<file path="src/design/mda_pkg.sv">
// shared types, constants and helpers for the multidimensional array engine
// no dependencies; every other file depends on this package
package mda_pkg;

   localparam int HW_DIMS  = 4;
   localparam int NDIM_W   = 3;
   localparam int LEN_W    = 13;
   localparam int IDX_W    = 12;
   localparam int DATA_W   = 32;
   localparam int OFS_W    = 12;
   localparam int CSR_IX_W = 3;
   localparam int CSR_W    = LEN_W;

   localparam int DEF_MAX_DIMS   = 4;
   localparam int DEF_CAPACITY   = 4096;
   localparam int DEF_ELEM_WIDTH = 32;

   // register indexes of the configuration port
   localparam logic [CSR_IX_W-1:0] REG_NUM_DIMS = 3'd0;
   localparam logic [CSR_IX_W-1:0] REG_LEN_DIM0 = 3'd1;
   localparam logic [CSR_IX_W-1:0] REG_LEN_DIM1 = 3'd2;
   localparam logic [CSR_IX_W-1:0] REG_LEN_DIM2 = 3'd3;
   localparam logic [CSR_IX_W-1:0] REG_LEN_DIM3 = 3'd4;

   localparam logic OP_READ  = 1'b0;
   localparam logic OP_WRITE = 1'b1;

   typedef enum logic [1:0] {
      STATUS_OK       = 2'd0,
      STATUS_RANGE    = 2'd1,
      STATUS_CAPACITY = 2'd2
   } status_type;

   // configuration as seen by the access pipeline
   typedef struct packed {
      logic [NDIM_W-1:0]                dims;
      logic [HW_DIMS-1:0][LEN_W-1:0]    len;
      logic                             busy;
   } cfg_type;

   function automatic int eff_dims(input int max_dims);
      return (max_dims < HW_DIMS) ? max_dims : HW_DIMS;
   endfunction

endpackage

</file>
<file path="src/design/mda_stride_gen.sv">
// configuration registers and per-dimension stride derivation
// depends on mda_pkg
module mda_stride_gen #(
   parameter int MAX_DIMS = mda_pkg::DEF_MAX_DIMS,
   parameter int CAPACITY = mda_pkg::DEF_CAPACITY
) (
   input  logic                          clock,
   input  logic                          reset,
   input  logic                          csr_we,
   input  logic [mda_pkg::CSR_IX_W-1:0]  csr_index,
   input  logic [mda_pkg::CSR_W-1:0]     csr_wdata,
   output mda_pkg::cfg_type              cfg,
   output logic [mda_pkg::eff_dims(MAX_DIMS)-1:0][$clog2(CAPACITY+1)-1:0] stride
);
   import mda_pkg::*;

   localparam int EFF_DIMS = eff_dims(MAX_DIMS);
   localparam int STRIDE_W = $clog2(CAPACITY + 1);
   localparam int PROD_W   = LEN_W + STRIDE_W;
   localparam int SET_W    = $clog2(EFF_DIMS + 1);

   logic [NDIM_W-1:0]                num_dims_ff, num_dims_in;
   logic [HW_DIMS-1:0][LEN_W-1:0]    len_ff, len_in;
   logic [EFF_DIMS-1:0][STRIDE_W-1:0] stride_ff, stride_in;
   logic [SET_W-1:0]                 settle_ff, settle_in;
   logic [NDIM_W-1:0]                dims_eff;
   logic [NDIM_W-1:0]                dims_m1;

   // clamp dimension count to the supported range
   always_comb begin
      if (num_dims_ff == '0) begin
         dims_eff = NDIM_W'(1);
      end else if (num_dims_ff > NDIM_W'(EFF_DIMS)) begin
         dims_eff = NDIM_W'(EFF_DIMS);
      end else begin
         dims_eff = num_dims_ff;
      end
      dims_m1 = dims_eff - NDIM_W'(1);
   end

   always_comb begin
      num_dims_in = num_dims_ff;
      len_in      = len_ff;
      settle_in   = (settle_ff != '0) ? settle_ff - SET_W'(1) : settle_ff;
      if (csr_we) begin
         settle_in = SET_W'(EFF_DIMS);
         unique case (csr_index)
            REG_NUM_DIMS: num_dims_in = csr_wdata[NDIM_W-1:0];
            REG_LEN_DIM0: len_in[0]   = csr_wdata;
            REG_LEN_DIM1: len_in[1]   = csr_wdata;
            REG_LEN_DIM2: len_in[2]   = csr_wdata;
            REG_LEN_DIM3: len_in[3]   = csr_wdata;
            default: ;
         endcase
      end
   end

   // each stride follows from the one after it, one step per cycle
   for (genvar g = 0; g < EFF_DIMS; g++) begin : g_stride
      logic [PROD_W-1:0] prod;
      if (g < EFF_DIMS - 1) begin : g_mul
         assign prod = PROD_W'(len_ff[g+1]) * PROD_W'(stride_ff[g+1]);
      end else begin : g_last
         assign prod = '0;
      end
      always_comb begin
         if (NDIM_W'(g) == dims_m1) begin
            stride_in[g] = STRIDE_W'(1);
         end else if (NDIM_W'(g) > dims_m1) begin
            stride_in[g] = '0;
         end else if (prod > PROD_W'(CAPACITY)) begin
            stride_in[g] = STRIDE_W'(CAPACITY);
         end else begin
            stride_in[g] = prod[STRIDE_W-1:0];
         end
      end
   end

   always_ff @(posedge clock) begin
      if (reset) begin
         num_dims_ff  <= NDIM_W'(1);
         for (int i = 0; i < HW_DIMS; i++) begin
            len_ff[i] <= LEN_W'(1);
         end
         for (int i = 0; i < EFF_DIMS; i++) begin
            stride_ff[i] <= STRIDE_W'(i == 0);
         end
         settle_ff    <= '0;
      end else begin
         num_dims_ff <= num_dims_in;
         len_ff      <= len_in;
         stride_ff   <= stride_in;
         settle_ff   <= settle_in;
      end
   end

   assign cfg.dims = dims_eff;
   assign cfg.len  = len_ff;
   assign cfg.busy = (settle_ff != '0);
   assign stride   = stride_ff;

   chk_settle: assert property (@(posedge clock) disable iff (reset)
      csr_we |=> cfg.busy)
      else $error("stride settle not started after register write");

   chk_last_one: assert property (@(posedge clock) disable iff (reset)
      !cfg.busy |-> stride_ff[dims_m1] == STRIDE_W'(1))
      else $error("innermost used stride is not one");

   chk_count: assert property (@(posedge clock) disable iff (reset)
      settle_ff <= SET_W'(EFF_DIMS))
      else $error("settle counter out of range");

endmodule

</file>
<file path="config.mk">
export PLATFORM = sky130hd
export DESIGN_NAME = mda_stride_gen
export DESIGN_NICKNAME = d
export VERILOG_FILES = /design/src/design/mda_pkg.sv /design/src/design/mda_stride_gen.sv
export SDC_FILE = /design/constraint.sdc
export NUM_CORES = 1
export LEC_CHECK = 0
export BUFFER_PORTS_ARGS = -buffer_cell sky130_fd_sc_hd__buf_2
export CAP_MARGIN = 20
export CORE_MARGIN = 2
export CORE_UTILIZATION = 28
export DETAILED_ROUTE_END_ITERATION = 10
export GPL_TIMING_DRIVEN = 1
export HOLD_SLACK_MARGIN = 0.06
export PLACE_DENSITY_LB_ADDON = 0.15
export SLEW_MARGIN = 10
export SYNTH_ARGS = -nofsm -noshare
export SYNTH_HDL_FRONTEND = slang
export SYNTH_SLANG_ARGS = --single-unit
</file>
<file path="constraint.sdc">
create_clock -name clock -period 6.8 [get_ports clock]
set_clock_uncertainty 0.05 [all_clocks]
set_input_delay 0.68 -clock clock [delete_from_list [all_inputs] [get_ports clock]]
set_output_delay 0.68 -clock clock [all_outputs]
set_load 0.02 [all_outputs]
</file>
==> results.toml, run 1 <==
[worst_setup_path]
worstPathRequired_ps = 7060
start_kind = "flop"
cp.arrival_ps = 6730
cp-end-kind = "flop"
worstSetupPathType = "flop to flop"
crit_fanout = 15

[drt]
first_iter_violations = 576
postRouteAntennaNets = 0
vias = 12150
routed_via_density = 4.666
drt_drc_violations_left = 0
wire_per_inst_um = 17.02
first_pass_iters = 5
totalWireLength_um = 44350

[timing]
fin_crit_ps = 6474
worstMarginPinSlew_ps = 1094
hold_violations = 0
setup_tns_ps = 0
relSlewSlack_pct = 26.56
period_share_pct = 95.20
rsz0062_at_grt = "no"
setup_viol = 0
drv_slew = 0
max_freq_mhz = 154.5
setup_ws_ps = 326.1

[floorplan]
die_x_um = 237.6
core_area_sq_mm = 0.05392
rows = 85
ioPinCount = 127
die_area_sq_mm = 0.05647
initial_utilization_pct = 28.35
die_y_um = 237.6

[outcome]
status = "complete, no violations"

[synth]
synth_edf_count = 0
synth.distinct_cells = 84
avgSynthCellArea_sq_um = 8.348
synth-async-reset-ratio_pct = 0
synthTopCellsByCount = "358 x inv_1, 352 x nand2_1, 242 x fa_1"
ys_seq_area_share_pct = 12.84
ys_warn_count = 0
ys_top_cells_by_area = "fa_1 32%, dfxtp_1 13%, ha_1 12%, inv_1 8.8%, nand2_1 8.6%"
yosysMostFrequentCell = "inv_1"
synth_top_area_cell = "fa_1"
synth_top_area_share_pct = 31.70
synth-main-ff-cell = "dfxtp_1"
synth_area_sq_mm = 0.01528
synthCells = 1831
ys_seq_elements = 98

[finish]
antenna_cells = 0
n_fill_cell = 5766
areaGrowthSynthToFinish_pct = 10.69
drive_gt1_share_pct = 11.47
layout.nets = 2313
final_core_util_pct = 31.38

[grt]
antenna_found_initial = 1
grt_usage_pct = 16.22
grt_pass1_vias = 13050
grt_max_degree = 34
grt.overflow.total = 0
grt_pass1_wl_um = 72770

[clocking]
cts_hold_buf = 0
htree_levels = 3
worstSkewPairLatency_ps = 370
clk_pin_slew_worst_paths_ps = 90
numClockSinks = 98
numCtsBuffers = 9
tritoncts = "yes"
root_buffer = "clkbuf_16"
clock_path_buffers = 2

[power]
power_density_mw_per_mm2 = 75.54
switchingPower_w = 0.0003724
irDropWorstVdd_uv = 115.4
pwr-share-comb_pct = 7.4
p_int_w = 0.0009056
swShare_pct = 29.14
p_leak_nw = 8.418
clkPwrFrac_pct = 45.6
sequentialPowerShare_pct = 47.0

[hold_path]
min_path_type = "flop to flop"

[placement]
port_buffers = 114
hpwl_um = 36370
place_ws_ps = 231.0
place.gp.congestion = 0.8483

[flow_run]
maxCapViolations = 0
## layer usage
layer  global-route usage, %  share of wire, %  up-vias
li1                        -                 -     5784
met1                   22.49                48     6044
met2                   26.70                45      287
met3                   2.485               4.4       39
met4                   3.450               1.9        0
met5                       0                 0        -
## worst paths after layout
path | start | to | slack (ps) | cells past startpoint
max | cfg[33]$_SDFFE_PP0P_ | stride[17]$_SDFF_PP0_ | 330 | 19
min | cfg[11]$_SDFFE_PP0P_ | cfg[11]$_SDFFE_PP0P_ | 410 | 2
max reg2reg | cfg[33]$_SDFFE_PP0P_ | stride[17]$_SDFF_PP0_ | 330 | 19
min reg2reg | cfg[11]$_SDFFE_PP0P_ | cfg[11]$_SDFFE_PP0P_ | 410 | 2
## registers in the layout (all words and copies together), names as in the netlist
signal	count
cfg	52
stride	40
num_dims_ff	3
settle_ff	3
## metrics by stage
stage	hold slack [ps]	area (sq um)	cells	power [W]
after floorplan	438.7	15330	1842	0.0006651
after global placement	395.1	16580	2589	0.0007081
after detailed placement	396.3	16580	2589	0.0007087
after CTS	408.6	16900	2605	0.001296
after global routing	434.1	16920	2605	0.001328
final	407.3	16920	2605	0.001278
## worst max-delay path, cell delays in order (launching register included)
cell and delay [ps]:
dfxtp_1 730, nand2_1 160, fa_1 530, inv_1 60, fa_1 470, fa_1 530
fa_1 540, inv_1 50, fa_1 530, inv_1 40, ha_1 400, a21oi_1 290
o21ai_0 140, a31oi_1 400, o21ai_0 210, xor2_1 170, nor4_1 350, nand4_2 340
nor2_4 240, and3_1 170
## cell families after synthesis
| kind of cell | count (synthesis) | synth area share [%] |
|---|---|---|
| compound gates | 199 | 8.816 |
| xor+xnor | 30 | 1.719 |
| fa+ha+maj | 390 | 43.81 |
| buf+inv | 450 | 11.45 |
| flops | 98 | 12.84 |
| mux | 3 | 0.1965 |
| other cells | 1 | 0.02453 |
| simple gates | 660 | 21.14 |
## power by group through the flow
stage               combinational (W)  sequential (W)  clock (W)
floorplan                   0.0000536        0.000611          0
global route                 0.000103        0.000602   0.000622
CTS                         0.0000949        0.000600   0.000601
global placement            0.0000943        0.000614          0
detailed placement          0.0000947        0.000614          0
finish                      0.0000941        0.000601   0.000583
## what timing repair did
item                                    4_1_cts  5_1_grt
hold endpoints to repair                      0        0
endpoints found under the setup margin        0       20
setup buffers                                 0        0
resized for setup                             0       17
## layout by cell type, fill, tap and decap left out, types with 9 or more instances in the layout
master	synthesis	routed
a21oi_1	88	88
a31oi_1	9	9
and2_1	148	148
and3_1	13	13
buf_2	4	114
buf_4	13	29
clkbuf_16	0	9
conb_1	1	12
dfxtp_1	98	81
dfxtp_2	0	17
fa_1	242	242
ha_1	148	148
inv_1	358	358
nand2_1	352	352
nand3_1	14	14
nand4_1	11	11
nor2_1	39	39
nor3_1	13	13
nor4_1	11	11
o211ai_1	10	10
o21ai_0	17	17
xnor2_1	15	15
xor2_1	15	15
## cell type report
cell class / count / area (sq um) / area share, %
Clock buffer: 9 / 225.2 / 1.331
Multi-Input combinational cell: 1294 / 11610 / 68.64
Sequential cell: 98 / 1983 / 11.72
Clock inverter: 7 / 93.84 / 0.5547
Timing Repair Buffer: 143 / 788.3 / 4.659
Inverter: 358 / 1344 / 7.943
Tap cell: 696 / 870.8 / 5.147
Power figures use the tool's default switching activity.
==> inputs of run 2 (changes only) <==
--- a/config.mk
+++ b/config.mk
@@ -6,7 +6,8 @@
 export NUM_CORES = 1
 export LEC_CHECK = 0
 export BUFFER_PORTS_ARGS = -buffer_cell sky130_fd_sc_hd__buf_2
-export CAP_MARGIN = 20
+export CELL_PAD_IN_SITES_DETAIL_PLACEMENT = 0
+export CELL_PAD_IN_SITES_GLOBAL_PLACEMENT = 1
 export CORE_MARGIN = 2
 export CORE_UTILIZATION = 28
 export DETAILED_ROUTE_END_ITERATION = 10
==> constraint.sdc (replaced) <==
create_clock -name clock -period 6.5 [get_ports clock]
set_clock_uncertainty 0.05 [all_clocks]
set_input_delay 0.65 -clock clock [delete_from_list [all_inputs] [get_ports clock]]
set_output_delay 0.65 -clock clock [all_outputs]
set_load 0.02 [all_outputs]
==> run 2 against run 1 <==
  * Register-to-register slack gained 30 ps
  * Wire length grew 1.5%
  * Count of clock-buffer cells in the layout is the same
  * Sequential power grew 4.0%
==> results.toml, run 2 (synthesis gave the netlist of run 1 again) <==
[floorplan]
rows = 85
die_area_sq_mm = 0.05647
core_area_sq_mm = 0.05392
die_x_um = 237.6
initial_utilization_pct = 28.35
die_y_um = 237.6
ioPinCount = 127

[placement]
hpwl_um = 37360
place_ws_ps = -11.18
port_buffers = 114
place.gp.congestion = 0.7968

[power]
irDropWorstVdd_uv = 157.1
p_leak_nw = 8.535
power_density_mw_per_mm2 = 77.04
fin_total_pwr_w = 0.001318

[worst_setup_path]
cp-end-kind = "flop"
worstSetupPathType = "flop to flop"
crit_fanout = 9
worstSetupPathDepth = 20
start_kind = "flop"
cp.arrival_ps = 6400
worstPathRequired_ps = 6760
cpMaxStageDelayCell = "fa_1"
crit_path_frequent_cell = "fa_1"
slowest_delay_ps = 540
r2r_cells = 20
path_buf_inv = 5
worstPathCellList = "buf_4, and2_1, fa_1, inv_1, fa_1, inv_1, fa_1, fa_1, inv_1, fa_1, inv_1, ha_1, nand4_1, a2111oi_0, a311o_1, o211ai_1, nor4_1, nand4_2, nor2_4, and3_1"
r2r_slack_ps = 360
path_delay_family = "adder cells"

[drt]
first_iter_violations = 476
first_pass_iters = 5
postRouteAntennaNets = 0
wire_per_inst_um = 17.13
totalWireLength_um = 45000
vias = 12140
routed_via_density = 4.623
drt_drc_violations_left = 0

[clocking]
htree_levels = 3
cts_setup_buffers = 0
root_buffer = "clkbuf_16"
tritoncts = "yes"
cts_hold_buf = 0
numCtsBuffers = 9
clock_path_buffers = 2
clk_pin_slew_worst_paths_ps = 80
worstSkewPairLatency_ps = 370
numClockSinks = 98

[finish]
final_cell_mix = "358 x inv_1, 352 x nand2_1, 242 x fa_1"
n_fill_cell = 5796
layout.nets = 2334
final_core_util_pct = 31.72
antenna_cells = 0
areaGrowthSynthToFinish_pct = 11.91
drive_gt1_share_pct = 13.11
largest_register_ff_count = 52
final_common_cell = "inv_1"

[timing]
setup_ws_ps = 360.4
worstMarginPinSlew_ps = 1008
rsz0062_at_grt = "no"
max_freq_mhz = 162.9
fin_crit_ps = 6140
drv_slew = 0
relSlewSlack_pct = 32.35
period_share_pct = 94.46
hold_violations = 0
timing.hold.ws_ps = 406.1
setup_viol = 0

[grt]
grt_pass1_wl_um = 72620
grt_usage_pct = 16.35
antenna_found_initial = 2
grt.overflow.total = 0
grt_max_degree = 39
grt_pass1_vias = 12840

[hold_path]
min_path_type = "flop to flop"
min_path_cells = 2

[flow_run]
maxCapViolations = 0

[outcome]
status = "complete, no violations"
run 2: cell types whose count changed in the layout (fill, tap and decap cells not counted):
| cell | change |
|---|---|
| dfxtp_2 | +8 |
| buf_4 | +21 |
| dfxtp_1 | -13 |
| dfxtp_4 | +5 |
run 2: cell type report:
| cell class | instances | area (sq um) | area share [%] |
|---|---|---|---|
| tap | 696 | 870.8 | 5.091 |
| timing repair buffer | 164 | 945.9 | 5.530 |
| multi-input combinational | 1294 | 11610 | 67.90 |
| inverter | 358 | 1344 | 7.856 |
| clock inverter | 7 | 93.84 | 0.5486 |
| clock buffer | 9 | 225.2 | 1.317 |
| sequential | 98 | 2012 | 11.76 |
run 2: what timing repair did:
| item | in CTS | in global routing |
|---|---|---|
| gates resized for setup | 2 | 33 |
| endpoints found under the hold margin | 0 | 0 |
| setup endpoints to repair | 8 | 26 |
| pin swaps | 0 | 1 |
run 2: final timing paths:
| check | from | to |
|---|---|---|
| max reg2reg | stride[33]$_SDFF_PP0_ | stride[20]$_SDFF_PP0_ |
| max | stride[33]$_SDFF_PP0_ | stride[20]$_SDFF_PP0_ |
| min | cfg[8]$_SDFFE_PP0P_ | cfg[8]$_SDFFE_PP0P_ |
| min reg2reg | cfg[8]$_SDFFE_PP0P_ | cfg[8]$_SDFFE_PP0P_ |
run 2: worst min-delay path: stages (launching register included):
cell and delay [ps]:
dfxtp_1 310, nand2_1 50, a21oi_1 50
run 2: through the flow:
step	area [sq um]	instances	setup TNS (ps)
floorplan	15330	1842	0
global placement	16740	2610	0
detailed placement	16740	2610	-51.16
CTS	17060	2626	0
global route	17110	2626	0
finish	17110	2626	0
run 2: per-layer routing:
layer	GRT usage, %	part of all wire (%)	vias up
met1	22.83	49	6064
li1	-	-	5816
met4	2.516	1.2	0
met2	27.07	46	230
met3	2.613	4.1	30
met5	0	0	-
run 2: where the power goes:
group / internal, W / switching (W)
Sequential: 0.000608 / 0.0000173
Combinational: 0.0000284 / 0.0000726
Clock: 0.000310 / 0.000282
